<file path="src/design/tevq_pkg.sv">
// ----------------------------------------------------------------------------
// tevq_pkg
// Shared types and constants for the timer event queue.
// ----------------------------------------------------------------------------
package tevq_pkg;

    localparam int NUM_ENTRIES_DEFAULT = 16;
    localparam int MAX_RESULTS         = 16;
    localparam logic [15:0] LATE_LIMIT_RESET = 16'd5;

    // Request kinds carried on the slave-side tuser.
    localparam logic [1:0] REQ_TICK     = 2'd0;
    localparam logic [1:0] REQ_ONESHOT  = 2'd1;
    localparam logic [1:0] REQ_PERIODIC = 2'd2;
    localparam logic [1:0] REQ_DEADLINE = 2'd3;

    // Result kinds carried on the master-side tuser.
    localparam logic [1:0] EVT_FIRED    = 2'd0;
    localparam logic [1:0] EVT_ACCEPTED = 2'd1;
    localparam logic [1:0] EVT_REJECTED = 2'd2;

    // One row of the entry memory.
    typedef struct packed {
        logic [31:0] fire_time;
        logic [15:0] period;
        logic [31:0] deadline;
        logic        has_deadline;
        logic [7:0]  callback;
        logic [15:0] order;
    } entry_t;

endpackage

</file>
<file path="src/design/timer_event_queue.sv">
// ----------------------------------------------------------------------------
// timer_event_queue
// Bounded table of software timers, fired earliest first on each tick.
// ----------------------------------------------------------------------------
//
//  Channel   Direction  Payload
//  -------   ---------  ------------------------------------------------------
//  s_*       in         tuser: req_type; tdata: callback_id, time_value, period_ms
//  m_*       out        tuser: event_kind; tdata: fired_id, late_flag,
//                       pending_count; tlast: last_result
//  cfg_*     in         late_limit, written whenever cfg_we is high
//
// A registration's answer waits in the holding register and, once the master
// side is free, reaches the output register as the slave side becomes ready
// again. A tick handles its due entries, fired or dropped, one at a time:
// every selection is one full scan of the single-port entry memory followed
// by handling the chosen entry, and a tick that reaches the result cap skips
// its final scan. Reset clears the time, the order counter, the valid bits
// and the pending result; memory rows are only read once written. A result
// waits in a holding register until the next one is known, so that its last
// flag is right; a stalled master side holds the block before each further
// firing.
//
module timer_event_queue #(
    parameter int NUM_ENTRIES = tevq_pkg::NUM_ENTRIES_DEFAULT
) (
    input  logic        clk,
    input  logic        rst_n,
    input  logic        s_tvalid,
    output logic        s_tready,
    input  logic [55:0] s_tdata,   // callback_id[7:0], time_value[39:8], period_ms[55:40]
    input  logic [1:0]  s_tuser,   // req_type[1:0]
    output logic        m_tvalid,
    input  logic        m_tready,
    output logic [15:0] m_tdata,   // fired_id[7:0], late_flag[8], pending_count[13:9], zero
    output logic [1:0]  m_tuser,   // event_kind[1:0]
    output logic        m_tlast,   // last_result
    input  logic        cfg_we,
    input  logic [15:0] cfg_wdata
);

    localparam int IW = (NUM_ENTRIES > 1) ? $clog2(NUM_ENTRIES) : 1;
    localparam int CW = $clog2(NUM_ENTRIES + 1);
    localparam int RW = $clog2(tevq_pkg::MAX_RESULTS + 1);
    localparam logic [IW:0] LAST_ISSUE = (IW + 1)'(NUM_ENTRIES);
    localparam logic [CW-1:0] FULL_COUNT = CW'(NUM_ENTRIES);
    localparam logic [RW-1:0] RESULT_CAP = RW'(tevq_pkg::MAX_RESULTS);

    typedef enum logic [1:0] {
        ST_IDLE,
        ST_SCAN,
        ST_FIRE,
        ST_FINISH
    } state_t;

    state_t state_reg;

    // Entry memory: one write port, one registered read port.
    tevq_pkg::entry_t mem [NUM_ENTRIES];
    tevq_pkg::entry_t rd_data_reg;

    logic [31:0]            now_reg;
    logic [15:0]            order_reg;
    logic [15:0]            late_limit_reg;
    logic [CW-1:0]          count_reg;
    logic [NUM_ENTRIES-1:0] valid_reg;
    logic [NUM_ENTRIES-1:0] done_reg;
    logic [RW-1:0]          nres_reg;
    logic [IW:0]            issue_reg;
    logic                   rdv_reg;
    logic [IW-1:0]          rdi_reg;
    logic                   best_found_reg;
    logic [IW-1:0]          best_idx_reg;
    tevq_pkg::entry_t       best_reg;

    // Holding register for the most recent result.
    logic       hold_valid_reg;
    logic [1:0] hold_kind_reg;
    logic [7:0] hold_id_reg;
    logic       hold_late_reg;
    logic [4:0] hold_cnt_reg;

    // Output register.
    logic       m_tvalid_reg;
    logic [1:0] m_kind_reg;
    logic [7:0] m_id_reg;
    logic       m_late_reg;
    logic [4:0] m_cnt_reg;
    logic       m_last_reg;

    // Input fields.
    logic [1:0]  req_type;
    logic [7:0]  callback_id;
    logic [31:0] time_value;
    logic [15:0] period_ms;

    assign req_type    = s_tuser;
    assign callback_id = s_tdata[7:0];
    assign time_value  = s_tdata[39:8];
    assign period_ms   = s_tdata[55:40];

    assign s_tready = (state_reg == ST_IDLE);
    assign m_tvalid = m_tvalid_reg;
    assign m_tuser  = m_kind_reg;
    assign m_tlast  = m_last_reg;
    assign m_tdata  = {2'b00, m_cnt_reg, m_late_reg, m_id_reg};

    function automatic logic [4:0] low5(input logic [CW-1:0] c);
        logic [CW+4:0] ext;
        ext = {5'b00000, c};
        return ext[4:0];
    endfunction

    logic s_fire;
    assign s_fire = s_tvalid && s_tready;

    // Lowest free slot for a registration.
    logic [IW-1:0] free_slot;
    always_comb
    begin
        free_slot = '0;
        for (int i = NUM_ENTRIES - 1; i >= 0; i--)
        begin
            if (!valid_reg[i])
            begin
                free_slot = IW'(i);
            end
        end
    end

    logic is_full;
    assign is_full = (count_reg == FULL_COUNT);

    // Scan: one row read per cycle, its candidate compared in the cycle after the read.
    logic        issue_go;
    logic        scan_end;
    logic        cand;
    logic        better;
    logic [15:0] age_c;
    logic [15:0] age_b;

    assign issue_go = (state_reg == ST_SCAN) && (issue_reg < LAST_ISSUE);
    assign scan_end = (state_reg == ST_SCAN) && !issue_go && !rdv_reg;
    assign age_c    = order_reg - rd_data_reg.order;
    assign age_b    = order_reg - best_reg.order;
    assign cand     = rdv_reg && valid_reg[rdi_reg] && !done_reg[rdi_reg]
                      && (rd_data_reg.fire_time <= now_reg);
    assign better   = !best_found_reg
                      || (rd_data_reg.fire_time < best_reg.fire_time)
                      || ((rd_data_reg.fire_time == best_reg.fire_time) && (age_c > age_b));

    // Handling of the selected entry.
    logic        out_free;
    logic        fire_ok;
    logic        drop;
    logic        rearm;
    logic        late;
    logic [31:0] lateness;
    logic [32:0] rearm_sum;
    logic [31:0] rearm_time;
    logic        out_load;

    assign out_free   = !m_tvalid_reg || m_tready;
    assign fire_ok    = !hold_valid_reg || out_free;
    assign drop       = best_reg.has_deadline && !(now_reg < best_reg.deadline);
    assign rearm      = (best_reg.period != 16'd0);
    assign lateness   = now_reg - best_reg.fire_time;
    assign late       = (lateness > {16'd0, late_limit_reg});
    assign rearm_sum  = {1'b0, now_reg} + {17'd0, best_reg.period};
    assign rearm_time = rearm_sum[32] ? 32'hFFFF_FFFF : rearm_sum[31:0];

    // The held result moves to the output register when a further firing
    // replaces it, or when the item is finished.
    assign out_load = ((state_reg == ST_FIRE) && !drop && fire_ok && hold_valid_reg)
                      || ((state_reg == ST_FINISH) && hold_valid_reg && out_free);

    // Memory write port.
    logic             mem_we;
    logic [IW-1:0]    mem_waddr;
    tevq_pkg::entry_t mem_wdata;

    always_comb
    begin
        mem_we    = 1'b0;
        mem_waddr = free_slot;
        mem_wdata = best_reg;
        if (state_reg == ST_IDLE)
        begin
            mem_we                 = s_fire && (req_type != tevq_pkg::REQ_TICK) && !is_full;
            mem_wdata.callback     = callback_id;
            mem_wdata.fire_time    = (req_type == tevq_pkg::REQ_ONESHOT) ? time_value : now_reg;
            mem_wdata.period       = (req_type == tevq_pkg::REQ_ONESHOT) ? 16'd0 : period_ms;
            mem_wdata.has_deadline = (req_type == tevq_pkg::REQ_DEADLINE);
            mem_wdata.deadline     = (req_type == tevq_pkg::REQ_DEADLINE) ? time_value : 32'd0;
            mem_wdata.order        = order_reg;
        end
        else if (state_reg == ST_FIRE)
        begin
            mem_we              = !drop && rearm && fire_ok;
            mem_waddr           = best_idx_reg;
            mem_wdata.fire_time = rearm_time;
            mem_wdata.order     = order_reg;
        end
    end

    always_ff @(posedge clk)
    begin
        if (mem_we)
        begin
            mem[mem_waddr] <= mem_wdata;
        end
        rd_data_reg <= mem[issue_reg[IW-1:0]];
    end

    always_ff @(posedge clk or negedge rst_n)
    begin
        if (!rst_n)
        begin
            state_reg      <= ST_IDLE;
            now_reg        <= '0;
            order_reg      <= '0;
            late_limit_reg <= tevq_pkg::LATE_LIMIT_RESET;
            count_reg      <= '0;
            valid_reg      <= '0;
            done_reg       <= '0;
            nres_reg       <= '0;
            issue_reg      <= '0;
            rdv_reg        <= 1'b0;
            rdi_reg        <= '0;
            best_found_reg <= 1'b0;
            best_idx_reg   <= '0;
            hold_valid_reg <= 1'b0;
            m_tvalid_reg   <= 1'b0;
        end
        else
        begin
            if (cfg_we)
            begin
                late_limit_reg <= cfg_wdata;
            end
            if (out_load)
            begin
                m_tvalid_reg <= 1'b1;
            end
            else if (m_tready)
            begin
                m_tvalid_reg <= 1'b0;
            end

            unique case (state_reg)
                ST_IDLE:
                begin
                    if (s_fire)
                    begin
                        if (req_type == tevq_pkg::REQ_TICK)
                        begin
                            if (now_reg != 32'hFFFF_FFFF)
                            begin
                                now_reg <= now_reg + 32'd1;
                            end
                            done_reg       <= '0;
                            nres_reg       <= '0;
                            issue_reg      <= '0;
                            rdv_reg        <= 1'b0;
                            best_found_reg <= 1'b0;
                            state_reg      <= ST_SCAN;
                        end
                        else
                        begin
                            hold_valid_reg <= 1'b1;
                            hold_id_reg    <= callback_id;
                            hold_late_reg  <= 1'b0;
                            if (is_full)
                            begin
                                hold_kind_reg <= tevq_pkg::EVT_REJECTED;
                                hold_cnt_reg  <= low5(count_reg);
                            end
                            else
                            begin
                                hold_kind_reg        <= tevq_pkg::EVT_ACCEPTED;
                                hold_cnt_reg         <= low5(count_reg + CW'(1));
                                count_reg            <= count_reg + CW'(1);
                                valid_reg[free_slot] <= 1'b1;
                                order_reg            <= order_reg + 16'd1;
                            end
                            state_reg <= ST_FINISH;
                        end
                    end
                end

                ST_SCAN:
                begin
                    rdv_reg <= issue_go;
                    rdi_reg <= issue_reg[IW-1:0];
                    if (issue_go)
                    begin
                        issue_reg <= issue_reg + (IW + 1)'(1);
                    end
                    if (cand && better)
                    begin
                        best_found_reg <= 1'b1;
                        best_idx_reg   <= rdi_reg;
                        best_reg       <= rd_data_reg;
                    end
                    if (scan_end)
                    begin
                        state_reg <= best_found_reg ? ST_FIRE : ST_FINISH;
                    end
                end

                ST_FIRE:
                begin
                    if (drop || fire_ok)
                    begin
                        // Either way the entry is finished for this tick; rescan.
                        done_reg[best_idx_reg] <= 1'b1;
                        issue_reg              <= '0;
                        rdv_reg                <= 1'b0;
                        best_found_reg         <= 1'b0;
                        if (drop)
                        begin
                            valid_reg[best_idx_reg] <= 1'b0;
                            count_reg               <= count_reg - CW'(1);
                            state_reg               <= ST_SCAN;
                        end
                        else
                        begin
                            if (hold_valid_reg)
                            begin
                                m_kind_reg   <= hold_kind_reg;
                                m_id_reg     <= hold_id_reg;
                                m_late_reg   <= hold_late_reg;
                                m_cnt_reg    <= hold_cnt_reg;
                                m_last_reg   <= 1'b0;
                            end
                            hold_valid_reg <= 1'b1;
                            hold_kind_reg  <= tevq_pkg::EVT_FIRED;
                            hold_id_reg    <= best_reg.callback;
                            hold_late_reg  <= late;
                            if (rearm)
                            begin
                                order_reg    <= order_reg + 16'd1;
                                hold_cnt_reg <= low5(count_reg);
                            end
                            else
                            begin
                                valid_reg[best_idx_reg] <= 1'b0;
                                count_reg               <= count_reg - CW'(1);
                                hold_cnt_reg            <= low5(count_reg - CW'(1));
                            end
                            nres_reg  <= nres_reg + RW'(1);
                            state_reg <= (nres_reg + RW'(1) == RESULT_CAP) ? ST_FINISH
                                                                           : ST_SCAN;
                        end
                    end
                end

                ST_FINISH:
                begin
                    if (!hold_valid_reg)
                    begin
                        state_reg <= ST_IDLE;
                    end
                    else if (out_free)
                    begin
                        m_kind_reg     <= hold_kind_reg;
                        m_id_reg       <= hold_id_reg;
                        m_late_reg     <= hold_late_reg;
                        m_cnt_reg      <= hold_cnt_reg;
                        m_last_reg     <= 1'b1;
                        hold_valid_reg <= 1'b0;
                        state_reg      <= ST_IDLE;
                    end
                end

                default:
                begin
                    state_reg <= ST_IDLE;
                end
            endcase
        end
    end

endmodule

</file>
<file path="config.mk">
export PLATFORM = sky130hd
export DESIGN_NAME = timer_event_queue
export DESIGN_NICKNAME = d
export VERILOG_FILES = /design/src/design/tevq_pkg.sv /design/src/design/timer_event_queue.sv
export SDC_FILE = /design/constraint.sdc
export NUM_CORES = 2
export LEC_CHECK = 0
export BUFFER_PORTS_ARGS = -buffer_cell sky130_fd_sc_hd__buf_2
export CORE_ASPECT_RATIO = 1.4
export CORE_MARGIN = 2
export CORE_UTILIZATION = 60
export DETAILED_ROUTE_END_ITERATION = 16
export PLACE_DENSITY_LB_ADDON = 0.05
export SLEW_MARGIN = 10
export SYNTH_ARGS = -nofsm -noshare
export SYNTH_HDL_FRONTEND = slang
export SYNTH_SLANG_ARGS = --single-unit
</file>
<file path="constraint.sdc">
create_clock -name clk -period 26.3 [get_ports clk]
set_input_delay 5.26 -clock clk [delete_from_list [all_inputs] [get_ports clk]]
set_output_delay 5.26 -clock clk [all_outputs]
set_load 0.02 [all_outputs]
</file>
; Word level (Yosys, flattened, before mapping)
; Memories as Yosys holds them, arrays and structs flattened. A register that Yosys moved wholly into a read port is not among the register bits.
; Cells that the tools add are included.
[word_totals]
ff_bits = 263
mem_bits_rw = 1680
input_bits = 79
out_inout_bits = 21
elab_cells = 286
memories = 1
[classes]
addsub = 10
magnitude_cmp = 11
n_eq_ne = 24
mux = 146
n_bitwise = 4
n_reduce_logical = 60
[mem_list]
columns = name, words, width, read_ports, rd_ports_with_merged_regs, write_ports, line
row1 = mem, 16, 105, 1, 1, 1, timer_event_queue.sv:59  ; tevq_pkg::entry_t mem [NUM_ENTRIES];
[ops]
columns = op, count
row1 = $mux 16, 18
row2 = $mux 32, 5
row3 = $pmux 16 s2, 3
row4 = $mux 5, 19
row5 = $mux 4, 18
row6 = $mux 8, 9
row7 = $lt 32x32->1, 2
row8 = $mux 57, 1
row9 = $pmux 5 s2, 4
row10 = $mux 2, 18
row11 = $mux 1, 35
row12 = $add 32x16->33, 1
row13 = $add 32x1->32 const B, 1
row14 = $eq 32x32->1, 1
row15 = $gt 32x16->1, 1
row16 = $le 32x32->1, 1
row17 = $ne 32x32->1 const B, 1
row18 = $or 16x16->16, 2
row19 = $pmux 8 s2, 2
row20 = $sub 16x16->16, 2
row21 = $sub 32x32->32, 1
row22 = $logic_and 1x1->1, 21
row23 = $reduce_and 4->1, 5
row24 = $reduce_and 5->1, 4
row25 = 32 further kinds, 80

; Longest topological paths before layout
[depth]
ltp_word = 25
depth_mapped = 24
depth_no_buf = 23

; Least setup slack after synthesis
; OpenSTA, ideal clock, no wires.
[synth_path]
kind = input -> register
startpoint = input m_tready
endpoint = memory mem[14][0] (netlist name) (enable)
setup_ps = 697
arrival_time_ps = 13251
required_ps = 25603
setup_slack_ps = 12352
path_stages = 7
cell_sequence = nand2b_1 > nor2_1 > nor2_1 > a31o_2 > buf_2 > nand3_1 > nor3_1
[synth_between]
elab_chain_len = 7
[synth_lines]
columns = item, line
row1 = start: declaration, timer_event_queue.sv:34  ; input logic m_tready,
row2 = $logic_or 1x1->1, timer_event_queue.sv:163  ; assign out_free = !m_tvalid_reg || m_tready;
row3 = $logic_or 1x1->1, timer_event_queue.sv:164  ; assign fire_ok = !hold_valid_reg || out_free;
row4 = $logic_and 1x1->1, timer_event_queue.sv:199  ; mem_we = !drop && rearm && fire_ok;
row5 = $mux 1, timer_event_queue.sv:197  ; else if (state_reg == ST_FIRE)
row6 = $mux 1, timer_event_queue.sv:187  ; if (state_reg == ST_IDLE)
row7 = $mux 1, timer_event_queue.sv:208  ; if (mem_we)
row8 = $mux 1 (implied by the code), timer_event_queue.sv:210  ; mem[mem_waddr] <= mem_wdata;
row9 = end: declaration, timer_event_queue.sv:59
; Every way passes these cells.

; Worst setup path in the final report
[layout_path]
startpoint = input m_tready
endpoint = memory mem[11][39] (netlist name) (enable)
; Same word-level chain as after synthesis.

==> flow_summary.rst <==
.. list-table::
   :header-rows: 1

   * - Metric
     - Value
   * - Top library cells by usage in the layout, fill and taps aside
     - 1818 x sky130_fd_sc_hd__edfxtp_1, 525 x sky130_fd_sc_hd__mux4_2, 214 x sky130_fd_sc_hd__nand2_1
   * - HPWL Detailed
     - 124700 um
   * - Distinct cell type count of the synthesized netlist
     - 90
   * - TritonCTS clock tree
     - yes
   * - Detailed Route WL
     - 209400 um
   * - Initial DRT Pass Iterations
     - 5
   * - Critical path data required time
     - 26730 ps
   * - Peak VDD IR
     - 73.01 uV
   * - Number of global-route vias before repair
     - 45291
   * - Result of the run
     - finished, final reports clean
   * - Count of synthesis-stage warnings from yosys
     - 0
   * - Clk Tree Root Cell
     - sky130_fd_sc_hd__clkbuf_16
   * - # port buffers
     - 97
   * - Post-CTS Hold Fix Bufs
     - 0
   * - Latest clock arrival within the worst-skew pair
     - 830 ps
   * - Initial antenna violation count
     - 10
   * - Relative max-transition margin
     - 14.80%
   * - Number of flip-flops and latches in the synthesized netlist
     - 2048
   * - Final count of negative-setup-slack endpoints
     - 0
   * - Largest net degree at the start of global routing
     - 106
   * - Fraction of registers with async set or reset after synthesis
     - 6.104%
   * - Post-DR wirelength/cell
     - 30.87 um
   * - Reg2reg setup slack
     - 18530 ps
   * - Setup TNS
     - 0 ps
   * - Primary flip-flop cell chosen by synthesis mapping
     - sky130_fd_sc_hd__edfxtp_1
   * - Max-cap violations
     - 0
   * - Crit end category
     - flip-flop
   * - Number of enable-type register cells in the synthesized netlist
     - 1818
   * - Final-report max-slew violation count
     - 0
   * - Post-layout util
     - 66.70%
   * - Post-placement cell area
     - 87720 sq um
   * - DR DRC count
     - 0
   * - Post-detailed-route count of antenna-violating nets
     - 0
   * - Leftover overflow at the end of global routing
     - 0
   * - Most frequent standard cell in the layout excluding fill and tap cells
     - sky130_fd_sc_hd__edfxtp_1
   * - Type of the tightest min-delay check
     - reg -> reg
   * - Clock slew seen by the registers of the worst setup and hold paths
     - 60 ps
   * - Biggest fanout along the worst timing path
     - 41
   * - Boundary Pins
     - 100
   * - First-iteration detailed-routing DRC count
     - 4530
   * - Unrepaired setup endpoints after global routing
     - false
   * - Post-synthesis instance total
     - 4594
   * - Total count of hold-check failures in the final report
     - 0
   * - Maximum frequency from static timing analysis
     - 116.0 MHz
   * - Largest register FFs
     - 1680
   * - Data arrival time at the worst-slack endpoint
     - 9060 ps
   * - Area grow syn2layout
     - 10.81%
   * - Effective utilization at floorplan
     - 60.19%
   * - Worst-case clock buffer depth
     - 3
   * - Cell count after placement
     - 6434
   * - Vertical extent of the die
     - 448.3 um
   * - Vias after detailed routing
     - 44897
   * - Worst clock skew on the final layout
     - 26.85 ps
   * - Final net count
     - 5100
   * - Cell leakage power
     - 31.49 nW
   * - Worst Setup Slack, final
     - 17680 ps
   * - Total routing resource utilization after global routing
     - 29.74%
   * - Fraction of the yosys area taken by sequential cells
     - 70.73%
   * - Post-route clock period utilization
     - 32.79%
   * - Worst hold-check slack
     - 398.5 ps
   * - Final instance area
     - 93730 sq um
   * - Power per cell area
     - 102.3 nW/um^2
   * - Min cycle time layout
     - 8624 ps
   * - H-tree Lvls
     - 4
   * - Total number of clock tree sinks
     - 2048
   * - Cell Rows
     - 163
   * - Pre-CTS worst setup slack
     - 16890 ps
   * - CTS Buf Count
     - 185
   * - Post-synthesis area per instance
     - 18.41 sq um
   * - Actual transition at the worst max-transition pin
     - 1278 ps
   * - Floorplan core area
     - 140500 sq um
   * - Die width
     - 321.3 um
   * - Start-to-end type of the worst setup path
     - in -> reg
   * - Final weighted congestion in routability-driven placement
     - 0.9272
   * - Category of the worst setup path launch point
     - primary input
   * - Fraction of layout cells with a size suffix above 1
     - 22.28%
   * - Final Non-Filler Cells
     - 6785
   * - Total power
     - 9.588 mW
   * - Die area
     - 144000 sq um
   * - Netlist area before placement
     - 84580 sq um
   * - Mean number of vias per cell
     - 6.617
   * - Global-route wire length before repair
     - 305500 um
   * - Count of instances resized after the clock tree is built
     - 0
   * - # Post-CTS Setup Buffers
     - 0
[area by class of cell]
type                            count  area, sq um
Timing Repair Buffer              224         1508
Multi-Input combinational cell   2159        23440
Fill cell                        9321        46790
Tap cell                         1815         2271
Clock inverter                     97        825.8
Clock buffer                      252         5139
Sequential cell                  2048        59840
Antenna cell                        2        5.005
Inverter                          188        705.7
[path summary, 6_finish.rpt]
check	from	end	cells past startpoint
max in group asynchronous	rst_n	now_reg[27]	2
min reg2reg	rd_data_reg[22]	best_reg[22]	0
max	m_tready	mem[11][39]	9
min	rd_data_reg[22]	best_reg[22]	0
max reg2reg	order_reg[1]	best_reg[50]	17
min in group asynchronous	rst_n	done_reg[2]	1
[report_power, final]
| group | internal (mW) | total [mW] | leakage (nW) | switching [mW] |
|---|---|---|---|---|
| Clock | 1.49 | 2.66 | 2.91 | 1.17 |
| Combinational | 1.07 | 2.52 | 9.69 | 1.45 |
| Sequential | 4.19 | 4.40 | 18.9 | 0.211 |
[worst max-delay path: stages]
cell and delay (ps):
sky130_fd_sc_hd__buf_2 80, sky130_fd_sc_hd__nand2b_1 150, sky130_fd_sc_hd__nor2_1 110, sky130_fd_sc_hd__nor2_1 190
sky130_fd_sc_hd__a31o_2 540, sky130_fd_sc_hd__nor3b_1 490, sky130_fd_sc_hd__and3_4 590, sky130_fd_sc_hd__buf_4 710
sky130_fd_sc_hd__buf_4 780
[cells in the mapped netlist, drive strengths merged (24+ instances only)]
cell type	count	area (sq um)
a21o	54	405.4
a21oi	123	615.6
a22o	24	210.2
buf	40	176.4
clkbuf	160	600.6
dfrtp	123	3078
dfxtp	105	2102
edfxtp	1818	54590
ha	211	2640
inv	184	690.7
mux2	27	304.0
mux4	525	11820
nand2	215	807.0
nand3	62	310.3
nand4	56	350.3
nor2	118	442.9
nor2b	25	156.4
nor3	62	330.3
o211ai	25	192.7
o21ai	160	804.5
xnor2	84	735.7
xor2	25	219.0
[metal layers]
metal / GRT usage, % / vias up / wire [um]
met3: 4.836 / 417 / 13970
li1: - / 19035 / -
met5: 0 / - / 25
met4: 11.01 / 4 / 8077
met2: 50.41 / 1806 / 106700
met1: 39.30 / 23635 / 80690
[kinds of logic (layout without fill, tap and decap cells)]
logic type	Yosys count	in the layout	share of synthesized area [%]
AOI/OAI and AO/OA	592	592	4.714
other	1	4	0.004434
DFF	2048	2048	70.73
xor gates and xnor gates	109	109	1.129
adders and majority gates	215	215	3.216
buffers and inverters	388	761	1.753
muxes	566	566	14.50
and+or+nand+nor	675	675	3.950
Power figures use the tool's default switching activity.
